`config.mk`:
```
export PLATFORM = sky130hd
export DESIGN_NAME = uart_registers_with_rx_fifo
export DESIGN_NICKNAME = d
export VERILOG_FILES = /design/src/rtl/core/urxf_pkg.sv /design/src/rtl/core/urxf_ram.sv /design/src/rtl/core/uart_registers_with_rx_fifo.sv
export VERILOG_INCLUDE_DIRS = /design/src /design/src/rtl/core
export SDC_FILE = /design/constraint.sdc
export NUM_CORES = 1
export LEC_CHECK = 0
export BUFFER_PORTS_ARGS = -buffer_cell sky130_fd_sc_hd__clkbuf_2
export CAP_MARGIN = 30
export CORE_MARGIN = 4
export CORE_UTILIZATION = 45
export DETAILED_ROUTE_END_ITERATION = 7
export GPL_ROUTABILITY_DRIVEN = 0
export PLACE_DENSITY = 0.59
export SYNTH_ARGS = -nofsm -noshare
export SYNTH_HDL_FRONTEND = slang
export SYNTH_SLANG_ARGS = --single-unit
```
`constraint.sdc`:
```
create_clock -name clk -period 5.1 [get_ports clk]
set_input_delay 0.51 -clock clk [delete_from_list [all_inputs] [get_ports clk]]
set_output_delay 0.51 -clock clk [all_outputs]
set_load 0.01 [all_outputs]
```
`src/rtl/core/uart_registers_with_rx_fifo_assert.svh`:
```
// Assertion macros shared by the UART register block RTL.
// Depends on a clock named clk and an active-low reset named rst_n in the including scope.
`ifndef UART_REGISTERS_WITH_RX_FIFO_ASSERT_SVH
`define UART_REGISTERS_WITH_RX_FIFO_ASSERT_SVH

// The condition must hold in the same cycle as the antecedent.
`define URXF_ASSERT_SAME(label, ante, cons, msg) \
    label: assert property (@(posedge clk) disable iff (!rst_n) (ante) |-> (cons)) \
        else $error(msg);

// The condition must hold in the cycle after the antecedent.
`define URXF_ASSERT_NEXT(label, ante, cons, msg) \
    label: assert property (@(posedge clk) disable iff (!rst_n) (ante) |=> (cons)) \
        else $error(msg);

`endif

```
`src/rtl/core/urxf_pkg.sv`:
```
// Package for the UART register block: request and response types, offsets and bit codes.
// No dependencies.
`timescale 1ns / 1ps

package urxf_pkg;

    localparam int unsigned URXF_FIFO_DEPTH = 16;

    // Operation codes of a request.
    localparam logic [1:0] OP_READ  = 2'd0;
    localparam logic [1:0] OP_WRITE = 2'd1;
    localparam logic [1:0] OP_PUSH  = 2'd2;

    // Register byte offsets.
    localparam logic [11:0] OFS_DR   = 12'h000;
    localparam logic [11:0] OFS_FR   = 12'h018;
    localparam logic [11:0] OFS_IBRD = 12'h024;
    localparam logic [11:0] OFS_FBRD = 12'h028;
    localparam logic [11:0] OFS_LCRH = 12'h02C;
    localparam logic [11:0] OFS_CR   = 12'h030;
    localparam logic [11:0] OFS_IFLS = 12'h034;
    localparam logic [11:0] OFS_IMSC = 12'h038;
    localparam logic [11:0] OFS_RIS  = 12'h03C;
    localparam logic [11:0] OFS_MIS  = 12'h040;
    localparam logic [11:0] OFS_ICR  = 12'h044;
    localparam logic [11:0] OFS_ID_BASE = 12'hFE0;

    // Flag register bits.
    localparam logic [31:0] FLAG_RXFE = 32'h0000_0010;
    localparam logic [31:0] FLAG_RXFF = 32'h0000_0040;
    localparam logic [31:0] FLAG_TXFE = 32'h0000_0080;

    // Interrupt bit positions.
    localparam int unsigned INT_RX_BIT = 4;
    localparam int unsigned INT_TX_BIT = 5;

    localparam logic [7:0] BYTE_MASK = 8'hFF;

    typedef struct packed {
        logic [1:0]  operation;
        logic [11:0] offset;
        logic [31:0] write_data;
        logic [7:0]  rx_byte;
    } req_t;

    typedef struct packed {
        logic [31:0] read_data;
        logic        tx_valid;
        logic [7:0]  tx_byte;
        logic        irq;
    } rsp_t;

    // Peripheral and cell identification words, selected by offset bits 4:2.
    function automatic logic [7:0] id_word(input logic [2:0] sel);
        logic [7:0] w;
        case (sel)
            3'd0: w = 8'h11;
            3'd1: w = 8'h10;
            3'd2: w = 8'h14;
            3'd3: w = 8'h00;
            3'd4: w = 8'h0D;
            3'd5: w = 8'hF0;
            3'd6: w = 8'h05;
            default: w = 8'hB1;
        endcase
        return w;
    endfunction

endpackage

```
`src/rtl/core/urxf_ram.sv`:
```
// Generic single-write, single-read RAM with a registered read port.
// No dependencies.
`timescale 1ns / 1ps

module urxf_ram #(
    parameter int unsigned WIDTH = 8,
    parameter int unsigned DEPTH = 16
) (
    input  logic                     clk,
    input  logic                     we,
    input  logic [$clog2(DEPTH)-1:0] waddr,
    input  logic [WIDTH-1:0]         wdata,
    input  logic [$clog2(DEPTH)-1:0] raddr,
    output logic [WIDTH-1:0]         rdata
);

    logic [WIDTH-1:0] mem [DEPTH];

    always_ff @(posedge clk)
    begin
        if (we)
        begin
            mem[waddr] <= wdata;
        end
        rdata <= mem[raddr];
    end

endmodule

```
`src/rtl/core/uart_registers_with_rx_fifo.sv`:
```
// UART register block top level: bus register decode, receive FIFO and response register.
// Depends on urxf_pkg, urxf_ram and uart_registers_with_rx_fifo_assert.svh.
`timescale 1ns / 1ps

// Each request (bus read, bus write or received-byte push) is decoded and executed in the
// cycle it is accepted, and its response appears in the response register on the next
// cycle, so the block sustains one request per clock while it is not held off. The only
// thing that holds off requests is a full response register whose consumer is stalling.
// Received bytes live in a RAM of FIFO_DEPTH bytes; its read port is always addressed at the
// head the FIFO will have after the current cycle, so the oldest byte is ready in the RAM
// output register when a data register read pops it. A push into an empty FIFO writes the
// entry being read in that same cycle, and a one-entry bypass register covers that case.
// The RAM needs no clearing after reset: the fill count guards every read. A write to the
// data register transmits its low byte on tx_byte in its response and raises the transmit
// interrupt; irq in each response reflects the masked status after that request.
module uart_registers_with_rx_fifo
    import urxf_pkg::*;
#(
    parameter int unsigned FIFO_DEPTH = URXF_FIFO_DEPTH
) (
    input  logic clk,
    input  logic rst_n,
    input  logic req_valid,
    output logic req_stall,
    input  req_t req,
    output logic rsp_valid,
    input  logic rsp_stall,
    output rsp_t rsp
);

`include "uart_registers_with_rx_fifo_assert.svh"

    localparam int unsigned IDX_W  = $clog2(FIFO_DEPTH);
    localparam int unsigned FILL_W = $clog2(FIFO_DEPTH + 1);

    // Response register.
    logic rsp_valid_reg, rsp_valid_next;
    rsp_t rsp_reg, rsp_next;

    // FIFO pointers and occupancy.
    logic [IDX_W-1:0]  head_reg, head_next;
    logic [IDX_W-1:0]  tail_reg, tail_next;
    logic [FILL_W-1:0] fill_reg, fill_next;

    // Programmable registers.
    logic [31:0] cr_reg, cr_next;
    logic [31:0] lcrh_reg, lcrh_next;
    logic [31:0] ibrd_reg, ibrd_next;
    logic [31:0] fbrd_reg, fbrd_next;
    logic [31:0] ifls_reg, ifls_next;
    logic [31:0] imsc_reg, imsc_next;

    // Raw interrupt status; only the receive and transmit bits can ever be set.
    logic rx_int_reg, rx_int_next;
    logic tx_int_reg, tx_int_next;

    // Read-during-write bypass for the head entry.
    logic       byp_hit_reg, byp_hit_next;
    logic [7:0] byp_data_reg, byp_data_next;

    logic       accept;
    logic       fill_empty;
    logic       fill_full;
    logic       ram_we;
    logic [7:0] ram_rdata;
    logic [7:0] head_data;
    logic [31:0] status_now;
    logic [31:0] status_after;

    function automatic logic [IDX_W-1:0] ptr_inc(input logic [IDX_W-1:0] p);
        return (p == IDX_W'(FIFO_DEPTH - 1)) ? '0 : p + IDX_W'(1);
    endfunction

    assign req_stall  = rsp_valid_reg && rsp_stall;
    assign accept     = req_valid && !req_stall;
    assign fill_empty = (fill_reg == '0);
    assign fill_full  = (fill_reg == FILL_W'(FIFO_DEPTH));
    assign head_data  = byp_hit_reg ? byp_data_reg : ram_rdata;

    always_comb
    begin
        status_now = '0;
        status_now[INT_RX_BIT] = rx_int_reg;
        status_now[INT_TX_BIT] = tx_int_reg;
    end

    always_comb
    begin
        head_next   = head_reg;
        tail_next   = tail_reg;
        fill_next   = fill_reg;
        cr_next     = cr_reg;
        lcrh_next   = lcrh_reg;
        ibrd_next   = ibrd_reg;
        fbrd_next   = fbrd_reg;
        ifls_next   = ifls_reg;
        imsc_next   = imsc_reg;
        rx_int_next = rx_int_reg;
        tx_int_next = tx_int_reg;
        ram_we      = 1'b0;
        rsp_next    = '0;

        if (accept)
        begin
            case (req.operation)
                OP_READ:
                begin
                    if (req.offset >= OFS_ID_BASE && req.offset[1:0] == 2'b00)
                    begin
                        rsp_next.read_data = {24'b0, id_word(req.offset[4:2])};
                    end
                    else
                    begin
                        unique case (req.offset)
                            OFS_DR:
                            begin
                                // A read of an empty data register returns zero.
                                if (!fill_empty)
                                begin
                                    rsp_next.read_data = {24'b0, head_data};
                                    head_next = ptr_inc(head_reg);
                                    fill_next = fill_reg - FILL_W'(1);
                                    if (fill_reg == FILL_W'(1))
                                    begin
                                        rx_int_next = 1'b0;
                                    end
                                end
                            end
                            OFS_FR:
                            begin
                                rsp_next.read_data = FLAG_TXFE
                                    | (fill_empty ? FLAG_RXFE : 32'b0)
                                    | (fill_full ? FLAG_RXFF : 32'b0);
                            end
                            OFS_CR:   rsp_next.read_data = cr_reg;
                            OFS_LCRH: rsp_next.read_data = lcrh_reg;
                            OFS_IBRD: rsp_next.read_data = ibrd_reg;
                            OFS_FBRD: rsp_next.read_data = fbrd_reg;
                            OFS_IFLS: rsp_next.read_data = ifls_reg;
                            OFS_IMSC: rsp_next.read_data = imsc_reg;
                            OFS_RIS:  rsp_next.read_data = status_now;
                            OFS_MIS:  rsp_next.read_data = status_now & imsc_reg;
                            default:  rsp_next.read_data = '0;
                        endcase
                    end
                end
                OP_WRITE:
                begin
                    unique case (req.offset)
                        OFS_DR:
                        begin
                            tx_int_next      = 1'b1;
                            rsp_next.tx_valid = 1'b1;
                            rsp_next.tx_byte  = req.write_data[7:0] & BYTE_MASK;
                        end
                        OFS_CR:   cr_next   = req.write_data;
                        OFS_LCRH: lcrh_next = req.write_data;
                        OFS_IBRD: ibrd_next = req.write_data;
                        OFS_FBRD: fbrd_next = req.write_data;
                        OFS_IFLS: ifls_next = req.write_data;
                        OFS_IMSC: imsc_next = req.write_data;
                        OFS_ICR:
                        begin
                            rx_int_next = rx_int_reg && !req.write_data[INT_RX_BIT];
                            tx_int_next = tx_int_reg && !req.write_data[INT_TX_BIT];
                        end
                        default:
                        begin
                        end
                    endcase
                end
                OP_PUSH:
                begin
                    // A byte arriving at a full FIFO is dropped.
                    if (!fill_full)
                    begin
                        ram_we      = 1'b1;
                        tail_next   = ptr_inc(tail_reg);
                        fill_next   = fill_reg + FILL_W'(1);
                        rx_int_next = 1'b1;
                    end
                end
                default:
                begin
                end
            endcase
        end

        status_after = '0;
        status_after[INT_RX_BIT] = rx_int_next;
        status_after[INT_TX_BIT] = tx_int_next;
        rsp_next.irq = |(status_after & imsc_next);
    end

    // The RAM is read at the next head; a write to that same entry is caught here.
    assign byp_hit_next  = ram_we && (tail_reg == head_next);
    assign byp_data_next = req.rx_byte;

    always_comb
    begin
        if (accept)
        begin
            rsp_valid_next = 1'b1;
        end
        else if (rsp_stall)
        begin
            rsp_valid_next = rsp_valid_reg;
        end
        else
        begin
            rsp_valid_next = 1'b0;
        end
    end

    urxf_ram #(
        .WIDTH (8),
        .DEPTH (FIFO_DEPTH)
    ) u_rx_ram (
        .clk   (clk),
        .we    (ram_we),
        .waddr (tail_reg),
        .wdata (req.rx_byte),
        .raddr (head_next),
        .rdata (ram_rdata)
    );

    always_ff @(posedge clk or negedge rst_n)
    begin
        if (!rst_n)
        begin
            rsp_valid_reg <= 1'b0;
            head_reg      <= '0;
            tail_reg      <= '0;
            fill_reg      <= '0;
            cr_reg        <= '0;
            lcrh_reg      <= '0;
            ibrd_reg      <= '0;
            fbrd_reg      <= '0;
            ifls_reg      <= '0;
            imsc_reg      <= '0;
            rx_int_reg    <= 1'b0;
            tx_int_reg    <= 1'b0;
            byp_hit_reg   <= 1'b0;
        end
        else
        begin
            rsp_valid_reg <= rsp_valid_next;
            head_reg      <= head_next;
            tail_reg      <= tail_next;
            fill_reg      <= fill_next;
            cr_reg        <= cr_next;
            lcrh_reg      <= lcrh_next;
            ibrd_reg      <= ibrd_next;
            fbrd_reg      <= fbrd_next;
            ifls_reg      <= ifls_next;
            imsc_reg      <= imsc_next;
            rx_int_reg    <= rx_int_next;
            tx_int_reg    <= tx_int_next;
            byp_hit_reg   <= byp_hit_next;
        end
    end

    always_ff @(posedge clk)
    begin
        byp_data_reg <= byp_data_next;
        if (accept)
        begin
            rsp_reg <= rsp_next;
        end
    end

    assign rsp_valid = rsp_valid_reg;
    assign rsp       = rsp_reg;

    // The fill count never exceeds the FIFO depth.
    `URXF_ASSERT_SAME(a_fill_bound, 1'b1, fill_reg <= FILL_W'(FIFO_DEPTH), "fill count overflow")
    // Head and tail meet exactly when the FIFO is empty or full.
    `URXF_ASSERT_SAME(a_ptr_match, 1'b1,
        (head_reg == tail_reg) == (fill_empty || fill_full), "pointers disagree with fill")
    // The receive interrupt cannot be pending while the FIFO is empty.
    `URXF_ASSERT_SAME(a_rx_int_empty, fill_empty, !rx_int_reg, "receive interrupt while empty")
    // With no response waiting, a request is never held off.
    `URXF_ASSERT_SAME(a_no_idle_stall, !rsp_valid_reg, !req_stall, "stall with empty response")

endmodule
```
# Word level (Yosys, flattened, before mapping)
# Memory sizes are Yosys's and may differ from the RTL's. A register that Yosys moved wholly into a read port is not among the register bits.
# Index checks and enable logic that the tools add are counted.
# W data, S select, Z words.
[totals]
regBits = 259
mem_bits_rw = 128
inputBits = 58
output_inout_bits = 44
wordCells = 124
mem_count = 1
[mem_list]
columns = ["name", "depth", "width", "read_ports", "rd_ports_with_merged_regs", "write_ports", "line_no", "text"]
rows = [
  ["u_rx_ram.mem", 16, 8, 1, 1, 1, "urxf_ram.sv:17", "logic [WIDTH-1:0] mem [DEPTH];"],
]
[classes]
add_sub_neg = 4
n_lt_le_gt_ge = 1
n_eq_ne = 28
muxes = 41
bitwise_logic = 5
reduce_logical = 25
[ops]
columns = ["op", "n"]
rows = [
  ["$pmux W32 S10", 1],
  ["$mux W32", 3],
  ["$eq A12 B6 Y1 const B", 7],
  ["$and A6 B32 Y32", 2],
  ["$pmux W8 S7", 1],
  ["$reduce_or A32 Y1", 1],
  ["$mux W4", 7],
  ["$mux W5", 5],
  ["$eq A12 B7 Y1 const B", 2],
  ["$mux W8", 3],
  ["$reduce_and A3 Y1", 6],
  ["$mux W1", 16],
  ["$eq A12 B5 Y1 const B", 1],
  ["$ge A12 B12 Y1 const B", 1],
  ["$logic_not A12 Y1", 1],
  ["$pmux W5 S2", 1],
  ["$eq A3 B3 Y1 const B", 3],
  ["$mux W9", 1],
  ["$add A4 B1 Y4 const B", 2],
  ["$eq A4 B4 Y1 const B", 2],
  ["$ne A2 B2 Y1 const B", 4],
  ["$or A8 B7 Y8", 1],
  ["$mux W7", 1],
  ["$eq A3 B2 Y1 const B", 2],
  ["21 further kinds", 30],
]

# Longest topological paths before layout
# Gate-level depths: netlist (run 1).
[logic_depth]
depth_word = 9
depth_mapped = 11
ltp_nobuf = 10

# Hierarchy
# Synthesis (run 1) repeated with hierarchy kept, for this count alone.
[hier_totals]
hier_cells = 1061
hier_area_um2 = 16761.1
[modules_own_cells]
columns = ["module", "instances", "cells_each", "area_each_um2", "seq_area_each_um2"]
rows = [
  ["uart_registers_with_rx_fifo", 1, 832, 11613.6, 6651.4],
  ["urxf_ram", 1, 229, 5147.4, 4003.8],
]

# Worst setup path after synthesis (run 1)
# No wires, ideal clock.
[synth_timing]
path_kind = "input to register"
startpoint = "input rsp_stall"
endpoint = "register u_rx_ram.rdata[0] (read register of u_rx_ram.mem)"
setup_ns = 0.134
arrival_time_ns = 3.830
required_time_ns = 4.966
path_slack_ns = 1.136
cell_stages = 11
n_path_buf = 1
path_cell_list = "and2_1 nand2b_2 inv_1 o311ai_0 o31a_2 a21oi_1 inv_2 buf_2 a211oi_1 a311oi_1 or4_1"
[synth_between]
elab_chain_cells = 4
[synth_rtl]
columns = ["item", "line_no", "text"]
rows = [
  ["start: declaration", "uart_registers_with_rx_fifo.sv:27", "input logic rsp_stall,"],
  ["$logic_and A1 B1 Y1", "uart_registers_with_rx_fifo.sv:74", "assign req_stall = rsp_valid_reg && rsp_stall;"],
  ["$logic_not A1 Y1", "uart_registers_with_rx_fifo.sv:75", "assign accept = req_valid && !req_stall;"],
  ["$logic_and A1 B1 Y1", "uart_registers_with_rx_fifo.sv:75", ""],
  ["via accept", "uart_registers_with_rx_fifo.sv:61", "logic accept;"],
  ["$mux W4", "uart_registers_with_rx_fifo.sv:103", "if (accept)"],
  ["end: declaration", "urxf_ram.sv:14", "output logic [WIDTH-1:0] rdata"],
]
# The timed path passes the listed nets, and every way through them passes these cells.
# A chain may end at the register's enable or synchronous reset.

# Worst setup path after layout (run 1)
[layout_timing]
startpoint = "register rsp_valid_reg, in the netlist rsp_valid"
endpoint = "register u_rx_ram.rdata[6] (read register of u_rx_ram.mem)"
[layout_between]
elab_chain_cells = 4
[layout_rtl]
columns = ["item", "line_no", "text"]
rows = [
  ["start: declaration", "uart_registers_with_rx_fifo.sv:37", "logic rsp_valid_reg, rsp_valid_next;"],
  ["start signal: assignment", "uart_registers_with_rx_fifo.sv:247", "rsp_valid_reg <= rsp_valid_next;"],
  ["$logic_and A1 B1 Y1", "uart_registers_with_rx_fifo.sv:74", ""],
  ["$logic_not A1 Y1", "uart_registers_with_rx_fifo.sv:75", ""],
  ["$logic_and A1 B1 Y1", "uart_registers_with_rx_fifo.sv:75", ""],
  ["via accept", "uart_registers_with_rx_fifo.sv:61", ""],
  ["$mux W4", "uart_registers_with_rx_fifo.sv:103", ""],
]
# The timed path passes the listed nets, and every way through them passes these cells.

==> results of run 1 <==
cell usage in the layout, fill, tap and decap left out, types with 5 or more instances in the layout:
cell / instances
clkbuf_8: 9
edfxtp_1: 170
nand4_1: 7
clkinv_2: 7
a22oi_1: 28
o211ai_1: 8
or4_1: 9
clkbuf_2: 100
nor3_2: 5
nor3_1: 11
dfrtp_1: 209
dfxtp_1: 16
ha_1: 9
a221oi_1: 26
a211oi_1: 76
clkbuf_1: 12
mux2i_1: 54
o21ai_0: 11
nand2_1: 46
nand3_1: 7
mux2_2: 196
xor2_1: 5
clkbuf_16: 45
xnor2_1: 7
buf_4: 31
or2_2: 5
nand2b_1: 5
nor2_1: 58
a21oi_1: 46
and2_1: 16
inv_1: 40
a311oi_1: 14
per-layer routing:
metal / vias to the layer above / wire length (um) / global-route usage, %
li1: 4852 / - / -
met1: 5473 / 19300 / 29.4
met2: 258 / 19600 / 32.3
met3: 42 / 2360 / 3.88
met4: 0 / 655 / 5.30
met5: - / 0 / 0
cells by family (layout without fill, tap and decap cells):
family / count (synthesis) / count (layout) / synth area share [%]
AOI/OAI and AO/OA: 242 / 242 / 10.3
xor gates and xnor gates: 12 / 12 / 0.621
and+or+nand+nor: 202 / 202 / 6.31
adders and majority gates: 9 / 9 / 0.665
buffers and inverters: 120 / 257 / 2.99
DFF: 395 / 395 / 62.9
muxes: 250 / 250 / 16.2
path summary, 6_finish.rpt:
path                             start           endpoint  slack (ns)  depth (start not counted)
setup / recovery             rsp_valid  u_rx_ram.rdata[6]        1.41                         11
hold / removal                   rst_n       imsc_reg[16]        0.06                          1
setup reg to reg             rsp_valid  u_rx_ram.rdata[6]        1.41                         11
hold reg to reg            ifls_reg[5]        ifls_reg[5]        0.49                          2
max in group asynchronous        rst_n        lcrh_reg[4]        3.79                          2
min in group clk             req_valid          rsp_valid        0.18                          2
cell type report:
type	instances	area share, %
clock inverter	16	0.738
tap	504	3.23
multi-input combinational	715	30.0
inverter	42	0.809
clock buffer	65	6.57
timing repair buffer	134	4.04
sequential	395	54.7
stage by stage:
step | worst slack, ns | cells
4_1_cts | 1.40 | 1870
2_1_floorplan | 1.14 | 1230
5_1_grt | 1.17 | 1871
6_report | 1.41 | 1871
3_5_place_dp | 1.19 | 1789
3_3_place_gp | 1.28 | 1788
report_power, final:
group | internal, mW | switching [mW] | total (mW)
Clock | 1.85 | 1.27 | 3.11
Sequential | 3.39 | 0.0749 | 3.47
Combinational | 0.126 | 0.241 | 0.367
Total | 5.36 | 1.58 | 6.95
==> reports/results.txt, run 1 <==
share of synthesized registers carrying an async set or reset = 52.9%
die width = 202 um
drt first-iter violations = 705
slowest CP cell = o21ai_4
CP Class = reg -> reg
Max VDD drop = 261 uV
Area Overhead vs Synth = 15.1%
Least-Margin Pin Slew = 1.03 ns
Final Cycle Share = 72.3%
CTS tree = done
final hold violations = 0
Multi-input gate area = 5840 um2
Util after Layout = 52.9%
RSZ-0062 raised after global routing = false
clock slew at reported path FFs = 0.06 ns
ys flop type = dfrtp_1
Hold Path Class = in -> async
Clk Latency, worst-skew pair = 0.57 ns
register area share after synthesis = 62.9%
post-CTS setup buffer count = 0
die height = 202 um
distinct cell type count after synthesis = 66
Post-Syn Area = 16900 um2
largest net degree at the start of global routing = 108
Sequential cell area = 10700 um2
Rows = 70
Fin Setup TNS = 0 ns
Worst Clk Skew = 0.0235 ns
Crit path max-delay family = compound AO/OA/AOI/OAI gates
cells along the critical path = and2_1, nand2b_2, inv_2, buf_4, o311a_1, nand4_1, o21ai_4, buf_4, mux2_2, a211oi_1, nor4_1
synth warn = 0
Post-Syn Instances = 1230
hold_ws = 0.0571 ns
GRT overflow = 0
H-tree depth = 2
Core Box Area = 36900 um2
DRC Markers = 0
CP Capture Type = register
Die ar. = 40800 um2
placed inst area = 18100 um2
vias in the first global route = 10700
PostCTS Resize Cnt = 0
total power = 6.95 mW
FILL cells = 3161
dpl hpwl = 26600 um
hold buffer count at cts = 0
#FFs+latches synth = 395
CP Launch Type = register
Top cell by count, worst path = buf_4
pwr dens = 356 nW/um2
endpoints failing setup = 0
Via density = 5.68
relative slew slack = 30.8%
Pre-antenna DRT Iters = 5
Worst EP required = 5.53 ns
fmax = 271 MHz
routed wire length = 41900 um
critical path arrival = 4.12 ns
Ports = 102
layout cells sized above 1 = 31.5%
PortBufs = 101
Synthesized Nets = 1297
global-route wire length before repair = 64900 um
synth cell count leaders = 209 x dfrtp_1, 196 x mux2_2, 170 x edfxtp_1
NumNets Final = 1399
mean routed wirelength per cell = 22.4 um
post-route ant nets = 0
CP peak stage delay = 0.73 ns
max reg flops = 128
Synth Area per Inst = 13.8 um2
Slew Viols, Final = 0
vias = 10600
final instance area = 19500 um2
GR Util All Layers = 20.4%
ant diodes = 0
Root Buffer = clkbuf_16
maximum clock path buffer count = 3
status = finished clean
top-area cell type share of the netlist area = 30.9%
leakage power total = 8.09 nW
Initial Utilization = 45.9%
Num CTS Buffers = 44
most common cell in the netlist = dfrtp_1
CP Buf/Inv Count = 3
max-cap viol count = 0
biggest area consumer among synthesized cells = dfrtp_1
initial antenna violation count = 0
Post-synth EDFFs = 170
top post-synthesis cells by area = dfrtp_1 31%, edfxtp_1 30%, mux2_2 13%, a211oi_1 3.4%, mux2i_1 3.2%
Num Clock Sinks = 395
CP max FO = 26
crit path time final = 3.69 ns
No activity file was read; power rests on OpenSTA's default activity.
==> inputs of run 2 (changes only) <==
--- a/config.mk
+++ b/config.mk
@@ -6,13 +6,14 @@
 export SDC_FILE = /design/constraint.sdc
 export NUM_CORES = 1
 export LEC_CHECK = 0
+export ABC_AREA = 1
 export BUFFER_PORTS_ARGS = -buffer_cell sky130_fd_sc_hd__clkbuf_2
 export CAP_MARGIN = 30
 export CORE_MARGIN = 4
 export CORE_UTILIZATION = 45
 export DETAILED_ROUTE_END_ITERATION = 7
 export GPL_ROUTABILITY_DRIVEN = 0
-export PLACE_DENSITY = 0.59
+export PLACE_DENSITY = 0.61
 export SYNTH_ARGS = -nofsm -noshare
 export SYNTH_HDL_FRONTEND = slang
 export SYNTH_SLANG_ARGS = --single-unit
==> constraint.sdc (replaced) <==
create_clock -name clk -period 3.15 [get_ports clk]
set_input_delay 0.315 -clock clk [delete_from_list [all_inputs] [get_ports clk]]
set_output_delay 0.315 -clock clk [all_outputs]
set_load 0.01 [all_outputs]
==> reports/results.txt, run 2 <==
fmax = 377 MHz (+39%)
Final Cycle Share = 84.2% (+12 points)
die width = 203 um (+0.51%)
Least-Margin Pin Slew = 0.831 ns (-0.204 ns)
top-area cell type share of the netlist area = 30.6% (-0.32 points)
Post-Syn Instances = 1817 (+48%)
crit path time final = 2.65 ns (-1.04 ns)
largest net degree at the start of global routing = 96 (-11%)
CP Launch Type = register
status = finished clean
max-cap viol count = 0 (unchanged)
commonest non-fill, non-tap cells in the layout = 522 x nand2_1, 209 x dfrtp_1, 198 x o21ai_0
placed inst area = 18300 um2 (+1.4%)
min-delay src = req[36]
Final Instance Count excl. Fillers = 2476 (+32%)
top post-synthesis cells by area = dfrtp_1 31%, edfxtp_1 30%, nand2_1 12%, o21ai_0 5.8%, nand3_1 5.4%
Post-synth EDFFs = 170 (unchanged)
ys flop type = dfrtp_1
synth cell count leaders = 526 x nand2_1, 209 x dfrtp_1, 198 x inv_1, 198 x o21ai_0, 185 x nand3_1
relative slew slack = 44.4% (+14 points)
Cells on Worst Hold Path = 3
Num Clock Sinks = 395 (unchanged)
final worst setup slack = 0.497 ns (-0.914 ns)
DP Worst Slack = 0.319 ns (-0.871 ns)
max reg flops = 128 (unchanged)
pwr dens = 571 nW/um2 (+60%)
Sw Pwr = 2.59 mW (+63%)
final instance area = 19800 um2 (+1.5%)
Seq pwr share = 49.6% (-0.3 points)
Root Buffer = clkbuf_16
Ports = 102 (unchanged)
DRC Markers = 0 (unchanged)
Synthesized Nets = 1884 (+45%)
drt first-iter violations = 886 (+26%)
Hold Path Class = in -> reg
maximum clock path buffer count = 3 (unchanged)
combinational share of power = 5.6% (+0.3 points)
Slew Viols, Final = 0 (unchanged)
internal power = 8.71 mW (+62%)
Reg-to-Reg Start = fill_reg[0]
Via density = 5.21 (-8.3%)
Num CTS Buffers = 43 (-2.3%)
GR Util All Layers = 21.8% (+1.3 points)
share of synthesized registers carrying an async set or reset = 52.9% (unchanged)
Worst EP required = 3.33 ns (-2.20 ns)
initial antenna violation count = 0 (unchanged)
CP Class = reg -> reg
global-route wire length before repair = 71300 um (+9.8%)
Post-Syn Area = 17100 um2 (+1.1%)
Util after Layout = 52.6% (-0.24 points)
GRT overflow = 0 (unchanged)
dpl hpwl = 28100 um (+5.5%)
R2R cell count = 9 (-2)
Initial Utilization = 45.5% (-0.38 points)
endpoints failing setup = 0 (unchanged)
total power = 11.3 mW (+63%)
routed wire length = 44300 um (+5.8%)
most common cell in the netlist = nand2_1
worst r2r dst = u_rx_ram.mem[5][2]
hold_ws = 0.0294 ns (-0.0277 ns)
Pre-antenna DRT Iters = 7 (+2)
register area share after synthesis = 62.3% (-0.66 points)
mean routed wirelength per cell = 17.9 um (-20%)
NumNets Final = 1997 (+43%)
ant diodes = 0 (unchanged)
R2R setup slack = 0.50 ns (-0.91 ns)
Die ar. = 41200 um2 (+1.0%)
die height = 203 um (+0.51%)
layout cells sized above 1 = 12.2% (-19 points)
CP max FO = 11 (-58%)
WHS Endpoint = imsc_reg[28]
clock power share = 44.8% (about the same)
synth warn = 0 (unchanged)
final hold violations = 0 (unchanged)
Synth Area per Inst = 9.42 um2 (-32%)
critical path arrival = 2.84 ns (-1.28 ns)
#FFs+latches synth = 395 (unchanged)
PortBufs = 101 (unchanged)
post-route ant nets = 0 (unchanged)
post-CTS setup buffer count = 0 (unchanged)
clock slew at reported path FFs = 0.06 ns (about the same)
Clk Latency, worst-skew pair = 0.58 ns (about the same)
H-tree depth = 2 (unchanged)
placed instance count = 2392 (+34%)
vias in the first global route = 12500 (+17%)
Worst Clk Skew = 0.0242 ns (+0.000744 ns)
CP Capture Type = register
leakage power total = 8.90 nW (+10%)
distinct cell type count after synthesis = 37 (-44%)
biggest area consumer among synthesized cells = dfrtp_1
Rows = 71 (+1.4%)
vias = 12900 (+21%)
RSZ-0062 raised after global routing = false
Worst Setup SP = fill_reg[0]
Fin Setup TNS = 0 ns (unchanged)
sw frac = 22.9% (+0.11 points)
CTS tree = done
Max VDD drop = 493 uV (+89%)
commonest non-fill, non-tap cell in the layout = nand2_1
Area Overhead vs Synth = 15.6%
Core Box Area = 37600 um2 (+1.9%)
run 2: changes by cell type after synthesis, sizes merged, moves of 23 or more:
cell,delta
a211oi,-68
a221oi,-23
a22oi,-27
a41oi,+24
inv,+161
mux2,-196
mux2i,-54
nand2,+483
nand3,+176
o21ai,+187
run 2: worst max path at each step:
stage,endpoint,slack (ns)
detailed placement,imsc_reg[11],0.32
CTS,u_rx_ram.mem[4][2],0.45
finish,u_rx_ram.mem[5][2],0.50
global route,u_rx_ram.mem[4][2],0.25
global placement,rsp[12],0.33
floorplan,fill_reg[2],0.78
run 2: cell type report:
| cell class | instances | area [um2] |
|---|---|---|
| clock buffer | 69 | 1310 |
| clock inverter | 11 | 119 |
| fill | 3425 | 17800 |
| inverter | 204 | 766 |
| multi-input combinational | 1135 | 5330 |
| sequential | 395 | 10700 |
| tap | 511 | 639 |
| timing repair buffer | 151 | 957 |
run 2: timing repair:
action / in CTS / in global routing
endpoints found under the hold margin: 94 / 0
gates resized for setup: 0 / 0
hold buffers: 4 / 0
run 2: power groups by stage:
stage	clock network [mW]	logic (mW)	registers, mW
6_report	5.06	0.634	5.60
5_1_grt	5.37	0.715	5.61
4_1_cts	5.17	0.643	5.60
3_5_place_dp	0	0.633	5.70
3_3_place_gp	0	0.618	5.70
2_1_floorplan	0	0.331	5.70
run 2: cell families after synthesis:
group                      after synthesis  share of synthesized area (%)
and+or+nand+nor                        829                           20.4
adders and majority gates                9                          0.658
xor gates and xnor gates                 7                          0.468
AOI/OAI and AO/OA                      290                           9.41
buffers and inverters                  287                           6.78
DFF                                    395                           62.3
run 2: worst max-delay path, cell delays in order, from the launching register on:
cell,delay [ns]
dfrtp_1,0.39
inv_1,0.12
ha_1,0.23
nand2_1,0.09
nor2_1,0.05
inv_1,0.11
nand2_1,0.16
inv_1,0.27
nand2_1,0.18
nor2_1,0.66
run 2: routing by layer:
metal | share of wire [%] | track usage [%] | up-vias
met5 | 0 | 0 | -
met4 | 2.1 | 6.22 | 0
met3 | 6.4 | 3.75 | 67
met2 | 46 | 33.9 | 394
met1 | 46 | 31.8 | 6195
li1 | - | - | 6234
